**src/sv/hmng_pkg.sv**
```systemverilog
// shared constants and types of the heightmap normal map generator
// no dependencies; imported by hmng_norm and the top level
package hmng_pkg;

    localparam int DEF_MAX_WIDTH  = 2048;
    localparam int DEF_MAX_HEIGHT = 2048;

    localparam int CFG_W = 12;

    localparam logic [0:0] REG_IMAGE_WIDTH  = 1'b0;
    localparam logic [0:0] REG_IMAGE_HEIGHT = 1'b1;

    localparam logic [15:0] W_RED   = 16'd13933;
    localparam logic [15:0] W_GREEN = 16'd46871;
    localparam logic [15:0] W_BLUE  = 16'd4732;

    localparam logic [17:0] DZ_SQ    = 18'd16129;
    localparam logic [6:0]  N_SCALE  = 7'd127;
    localparam logic [14:0] NZ_NUM   = 15'd32385;
    localparam logic [7:0]  N_OFFSET = 8'd127;
    localparam logic [7:0]  BORDER_Z = 8'd255;

    typedef struct packed {
        logic              start;
        logic signed [8:0] dx;
        logic signed [8:0] dy;
    } t_norm_req;

    typedef struct packed {
        logic       done;
        logic [7:0] nx;
        logic [7:0] ny;
        logic [7:0] nz;
    } t_norm_rsp;

endpackage

```
**src/sv/hmng_norm.sv**
```systemverilog
// normal vector unit: ceiling square root and three shared-divisor divisions
// iterative, one root bit or one quotient bit per cycle; uses hmng_pkg
module hmng_norm (
    input  logic                i_clk,
    input  logic                i_rst_n,
    input  hmng_pkg::t_norm_req i_req,
    output hmng_pkg::t_norm_rsp o_rsp
);
    import hmng_pkg::*;

    localparam logic [2:0] P_IDLE = 3'd0;
    localparam logic [2:0] P_SQRT = 3'd1;
    localparam logic [2:0] P_FIX  = 3'd2;
    localparam logic [2:0] P_DIV  = 3'd3;
    localparam logic [2:0] P_DONE = 3'd4;

    logic [2:0]  r_state;
    logic [17:0] r_s;
    logic [9:0]  r_b;
    logic [3:0]  r_k;
    logic        r_neg_x, r_neg_y;
    logic [14:0] r_num [3];
    logic [8:0]  r_rem [3];

    logic [8:0]  mag_x, mag_y;
    logic [17:0] sq_x, sq_y;
    logic [9:0]  t_b;
    logic [19:0] t_sq, b_sq;
    logic [9:0]  shifted [3];
    logic        qbit [3];

    assign mag_x = i_req.dx[8] ? 9'(-i_req.dx) : 9'(i_req.dx);
    assign mag_y = i_req.dy[8] ? 9'(-i_req.dy) : 9'(i_req.dy);
    assign sq_x  = 18'(mag_x) * 18'(mag_x);
    assign sq_y  = 18'(mag_y) * 18'(mag_y);
    assign t_b   = r_b | (10'd1 << r_k);
    assign t_sq  = 20'(t_b) * 20'(t_b);
    assign b_sq  = 20'(r_b) * 20'(r_b);

    always_comb begin
        for (int i = 0; i < 3; i++) begin
            shifted[i] = {r_rem[i], r_num[i][14]};
            qbit[i]    = shifted[i] >= r_b;
        end
    end

    always_ff @(posedge i_clk) begin
        if (!i_rst_n) begin
            r_state <= P_IDLE;
        end else begin
            case (r_state)
                P_IDLE: if (i_req.start) r_state <= P_SQRT;
                P_SQRT: if (r_k == 4'd0) r_state <= P_FIX;
                P_FIX:  r_state <= P_DIV;
                P_DIV:  if (r_k == 4'd0) r_state <= P_DONE;
                P_DONE: r_state <= P_IDLE;
                default: r_state <= P_IDLE;
            endcase
        end
    end

    always_ff @(posedge i_clk) begin
        case (r_state)
            P_IDLE: begin
                r_s     <= sq_x + sq_y + DZ_SQ;
                r_b     <= 10'd0;
                r_k     <= 4'd9;
                r_neg_x <= i_req.dx[8];
                r_neg_y <= i_req.dy[8];
                r_num[0] <= 15'(mag_x) * 15'(N_SCALE);
                r_num[1] <= 15'(mag_y) * 15'(N_SCALE);
                r_num[2] <= NZ_NUM;
                for (int i = 0; i < 3; i++) r_rem[i] <= 9'd0;
            end
            P_SQRT: begin
                if (t_sq <= 20'(r_s)) r_b <= t_b;
                r_k <= r_k - 4'd1;
            end
            P_FIX: begin
                if (b_sq < 20'(r_s)) r_b <= r_b + 10'd1;
                r_k <= 4'd14;
            end
            P_DIV: begin
                for (int i = 0; i < 3; i++) begin
                    r_rem[i] <= qbit[i] ? 9'(shifted[i] - r_b) : shifted[i][8:0];
                    r_num[i] <= {r_num[i][13:0], qbit[i]};
                end
                r_k <= r_k - 4'd1;
            end
            default: ;
        endcase
    end

    assign o_rsp.done = r_state == P_DONE;
    assign o_rsp.nx   = r_neg_x ? N_OFFSET - r_num[0][7:0] : N_OFFSET + r_num[0][7:0];
    assign o_rsp.ny   = r_neg_y ? N_OFFSET - r_num[1][7:0] : N_OFFSET + r_num[1][7:0];
    assign o_rsp.nz   = r_num[2][7:0];

endmodule

```
**config.mk**
```make
export PLATFORM = sky130hd
export DESIGN_NAME = hmng_norm
export DESIGN_NICKNAME = d
export VERILOG_FILES = /design/src/sv/hmng_pkg.sv /design/src/sv/hmng_norm.sv
export SDC_FILE = /design/constraint.sdc
export NUM_CORES = 1
export LEC_CHECK = 0
export ABC_CLOCK_PERIOD_IN_PS = 7700
export BUFFER_PORTS_ARGS = -buffer_cell sky130_fd_sc_hd__buf_2
export CAP_MARGIN = 20
export CORE_MARGIN = 1.5
export CORE_UTILIZATION = 40
export CTS_CLUSTER_SIZE = 10
export DETAILED_ROUTE_END_ITERATION = 6
export PLACE_DENSITY_LB_ADDON = 0.3
export SLEW_MARGIN = 10
export SYNTH_ARGS = -nofsm -noshare
export SYNTH_HDL_FRONTEND = slang
export SYNTH_SLANG_ARGS = --single-unit
export TNS_END_PERCENT = 100
```
**constraint.sdc**
```tcl
create_clock -name i_clk -period 7.7 [get_ports i_clk]
set_input_delay 0.385 -clock i_clk [delete_from_list [all_inputs] [get_ports i_clk]]
set_output_delay 0.385 -clock i_clk [all_outputs]
set_load 0.05 [all_outputs]
```
Yosys cells after proc, flatten, opt, wreduce, memory -nomap -nowiden

Memory sizes are Yosys's and may differ from the RTL's.
Cells that the tools add are included.

Flip-flop bits (word level): 37
RAM bits: 72
Input bits: 21
Output and inout port bits: 25
Word-level logic and storage cells: 81
Memories kept: 2

Add/subtract/negate cells: 13
$mul: 6
Magnitude comparators: 5
Eq/ne operators: 9
Shift operators: 1
Multiplexer cells: 25
Bitwise gates (word level): 7
Reductions and logical operators: 7

Memories:

| memory | words | width | read ports | clocked after memory_dff | wr ports | line            | RTL |
|---|---|---|---|---|---|---|---|
| r_num  | 3     | 15    | 3          | 0                        | 3        | hmng_norm.sv:22 | `logic [14:0] r_num [3];` |
| r_rem  | 3     | 9     | 3          | 0                        | 3        | hmng_norm.sv:23 | `logic [8:0] r_rem [3];` |

Operators by type and width:

| cell                     | count |
|---|---|
| $mux W9                  | 8 |
| $mux W15                 | 3 |
| $mul A10 B10 Y20         | 2 |
| $mul A9 B9 Y18           | 2 |
| $ge A10 B10 Y1           | 3 |
| $mul A9 B7 Y15 const B   | 2 |
| $pmux W10 S3             | 1 |
| $sub A9 B9 Y9            | 3 |
| $le A20 B18 Y1           | 1 |
| $lt A20 B18 Y1           | 1 |
| $mux W10                 | 2 |
| $add A18 B14 Y18 const B | 1 |
| $add A18 B18 Y18         | 1 |
| $neg A9 Y9               | 2 |
| $add A7 B8 Y8 const A    | 2 |
| $mux W8                  | 2 |
| $sub A7 B8 Y8 const A    | 2 |
| $pmux W3 S4              | 1 |
| $pmux W4 S3              | 1 |
| $add A10 B1 Y10 const B  | 1 |
| $ne A2 B2 Y1 const B     | 5 |
| $or A10 B10 Y10          | 1 |
| $shl A1 B4 Y10 const A   | 1 |
| $mux W3                  | 3 |
| 11 further kinds         | 22 |

Logic depth before layout (Yosys ltp)

Depth after elaboration: 6
Gate-level depth with buffers: 33
Depth with buffers taken out: 33

Worst setup path after synthesis

OpenSTA, ideal clock, no wires.

Path kind: register to register
Start point: register r_k[0]
End point: register r_b[0], enable pin
Library setup time: 0.349 ns
Data arrival time: 6.963 ns
Required time: 7.351 ns
Slack: 0.388 ns
Cell stages (with the launch flop): 29
Path buffers: 0
Clock period less this slack: 7.312 ns
Path through: edfxtp_1 ha_1 a21oi_1 clkinv_1 nand2_1 fa_1 fa_1 inv_1 ha_1 fa_1 inv_1 fa_1 inv_1 ha_1 or3_1 or3b_1 a21oi_1 o21bai_1 a21oi_1 xnor2_1 ha_1 nand4_1 or2_2 o221ai_1 nor2_1 o311ai_0 nand2_1 a31oi_1 nand3_1

Word-level cells in the longest chain between the ends: 6

RTL lines:

| element                     | line            | RTL |
|---|---|---|
| start, declared             | hmng_norm.sv:20 | `logic [3:0] r_k;` |
| start signal, assigned      | hmng_norm.sv:77 | `r_k <= r_k - 4'd1;` |
| start signal, assigned      | hmng_norm.sv:88 | `r_k <= r_k - 4'd1;` |
| $shl A1 B4 Y10              | hmng_norm.sv:36 | `assign t_b = r_b \| (10'd1 << r_k);` |
| $or A10 B10 Y10             | hmng_norm.sv:36 |  |
| $mul A10 B10 Y20            | hmng_norm.sv:37 | `assign t_sq = 20'(t_b) * 20'(t_b);` |
| $le A20 B18 Y1              | hmng_norm.sv:76 | `if (t_sq <= 20'(r_s)) r_b <= t_b;` |
| $ne A2 B2 Y1 (no line)      | --              |  |
| $reduce_and A3 Y1 (no line) | --              |  |
| end signal, assigned        | hmng_norm.sv:76 |  |
| end signal, assigned        | hmng_norm.sv:80 | `if (b_sq < 20'(r_s)) r_b <= r_b + 10'd1;` |
| end, declared               | hmng_norm.sv:19 | `logic [9:0] r_b;` |

Every way passes these cells.
A chain may end at the register's enable or synchronous reset.

Worst setup path after layout

Start point: register r_k[3]
End point: register r_b[7], enable pin

The elaborated chain is that of the path after synthesis.

==> impl_results.md <==
- Largest net degree at the start of global routing: 73
- Global route overflow: 0
- Commonest non-fill, non-tap cell in the layout: inv_1
- Critical path launch point type: flip-flop
- Ys async rst share: 0%
- IO buf count: 45
- Most used DFF post-synth: edfxtp_1
- Maxcap violations: 0
- EDFF count, synth: approximately 110
- Die Span Y: between 200 and 250 um
- Dpl hpwl: 37500 um
- # DRC: 0
- Die area: around 50000 sq um
- Max Fclk: 135 MHz
- Vias in the first global route: around 15000
- DR vias/cell: 5.08
- Setup Skew: just under 0.02 ns
- XOR/XNOR share of the synthesized area: under 10%
- Buf+Inv Stages, Crit Path: 7
- YS warnings: 0
- Layout cells sized above 1: under 10%
- Dpl ws: -0.00911 ns
- Largest family of logic cells by synthesized area: adder cells
- DR pass1 iterations: 5
- Pins Over Slew Limit: 0
- GRT Resource Usage Total: about a fifth
- Routed Antenna Nets: 0
- Syn_area_per_cell: a little over 9 sq um
- Status: complete, no violations
- Worst Max-Slew Pin Slew: roughly 1.0 ns
- Slew margin rel.: 32.2%
- Cells after Synth: 2089
- Final hold vios: 0
- IO Count: 46
- Worst min-delay path category: in -> reg
- Clk sinks: roughly 110
- Final std cells w/o fill: about 2800
- Clock buffer depth: 2
- Crit. End Element: flip-flop
- CORE AREA: ~48000 sq um
- Fillers: between 4000 and 5000
- Synth cell types: 73
- Crit path largest cell delay: between 0.5 and 0.6 ns
- Critical Path AT: about 7.5 ns
- Starting density of the core: around two fifths
- Via Count: around 14000
- Synthesized area: ~20000 sq um
- Post-Synth Simple-Gate Area: approximately an eighth
- Rows: 80
- Area Growth Syn to Fin: 9.11%
- Gr busiest metal: met2
- Synthesis-stage register bit count: between 100 and 150
- Final instance area: roughly 21000 sq um
- M3 GR Usage: 2.44%
- Seq/Total Area, Yosys: 16.6%
- Inst Count DP: around 2800
- WL/cell: between 15 and 20 um
- Reg2reg setup slack: ~0.31 ns
- Setup WS post-layout: about 0.31 ns
- Compound-cell area share of the yosys netlist: 9.18%
- Root Driver: clkbuf_16
- CTS tree: yes
- WS Path Type: reg -> reg
- First-pass GRT wire length: about 75000 um
- Initial DRC count: 800
- Proportion of synthesized area in mux cells: less than 1%
- Final setup fails: 0
- Most frequent cells in the layout: 407 x inv_1, 307 x ha_1, 255 x fa_1
- Final Critical Period: between 7 and 8 ns
- CTS Buf Count: 9
- Clk_lat worst skew: roughly 0.38 ns
- Post-Synth Adder-Cell Area: between 40 and 50%
- WP data required: roughly 7.8 ns
- Clock slew at reported path FFs: 0.08 ns
- CTS HTree Levels: 3
- N_diodes: 0
- Post-DP Area: approximately 21000 sq um
- Layout Nets: 2761
- Critical-path top delay cell: fa_1
- Final WL: 45600 um
- Routability congestion estimate: just over 0.9
- Hold buffer count at CTS: 0
- Global Route met2 Usage: between 30% and 40%
- Largest delay share family, worst path: adder cells
- Die width: ~220 um
- Grt met1 use: between 20% and 30%
- Initial antenna violation count: 0
- Final period util: between 90% and 100%
- Worst-path fanout max: 10
- Hold WS: 0.264 ns
cells in the mapped netlist, types with 3 or more instances:
cell	instances	area [sq um]
a211oi_1	9	67.6
a21o_1	39	293
a21oi_1	108	541
a21oi_4	3	48.8
a221o_1	6	60.1
a22oi_1	7	52.6
a31oi_1	20	125
and2_1	10	62.6
and3_1	14	87.6
buf_4	8	60.1
buf_6	3	33.8
clkbuf_1	28	105
clkinv_1	6	22.5
dfxtp_1	3	60.1
edfxtp_1	106	3180
fa_1	255	5100
ha_1	310	3880
inv_1	411	1540
mux2i_1	6	60.1
nand2_1	149	559
nand2b_1	22	138
nand3_1	18	90.1
nand4_1	10	62.6
nor2_1	189	709
nor2b_1	33	206
nor3_1	38	190
o21a_1	13	97.6
o21ai_0	34	170
o21ai_1	5	25.0
o31a_1	3	26.3
o31ai_1	7	52.6
o41ai_1	3	26.3
or2_2	11	68.8
or3_1	7	43.8
or4_1	3	22.5
xnor2_1	108	946
xor2_1	37	324
metal layers:
layer	vias to the layer above	wire length (um)
met5	-	0
met4	0	964
met3	58	1820
met2	275	22200
met1	6962	20600
li1	6910	-
logic make-up (layout without fill, tap and decap cells):
kind of cell / count (synthesis) / count (layout)
flops: 109 / 109
simple gates: 518 / 518
fa+ha+maj: 565 / 565
other cells: 2 / 9
compound gates: 281 / 281
buf+inv: 461 / 545
mux: 8 / 8
xor+xnor: 145 / 145
area by class of cell:
type                       instances  area, sq um  area share (%)
multi-input combinational       1526        14700            68.9
sequential                       109         3240            15.2
inverter                         419         1580            7.40
tap                              615          769            3.61
timing repair buffer             110          717            3.36
clock buffer                      11          233            1.09
clock inverter                     5         81.3           0.382
worst register-to-register path: cells and delay by family (launching register included):
family,cells,cell delay (ns)
fa+ha+maj,7,2.64
simple gates,12,2.33
compound gates,5,0.92
buf+inv,7,0.66
flops,1,0.52
xor+xnor,1,0.09
worst paths after layout:
path,to,cells past startpoint,start
hold / removal,r_state[2],2,i_rst_n
setup / recovery,r_b[7],32,r_k[3]
hold reg to reg,r_num[0][43],1,r_num[0][42]
setup reg to reg,r_b[7],32,r_k[3]
repair_timing:
action	in CTS	in global routing
resized for setup	3	39
setup endpoints to repair	10	10
endpoints found under the hold margin	0	0
pin swaps	0	12
setup buffers	0	9
state kept, by name, summed over array words and instances (netlist names):
signal and count:
r_s 18, r_rem 27, r_state 3, r_k 4
r_num 45, r_neg_y 1, r_neg_x 1, r_b 10
metrics by stage:
stage	util, %	setup TNS (ns)
finish	44.5	0
global route	44.5	-0.785
CTS	44.0	0
detailed placement	43.3	-0.0869
global placement	43.3	0
floorplan	-	0
Power is not shown: default switching activity piles up to over one toggle a cycle in this logic, so the estimate is an artifact.
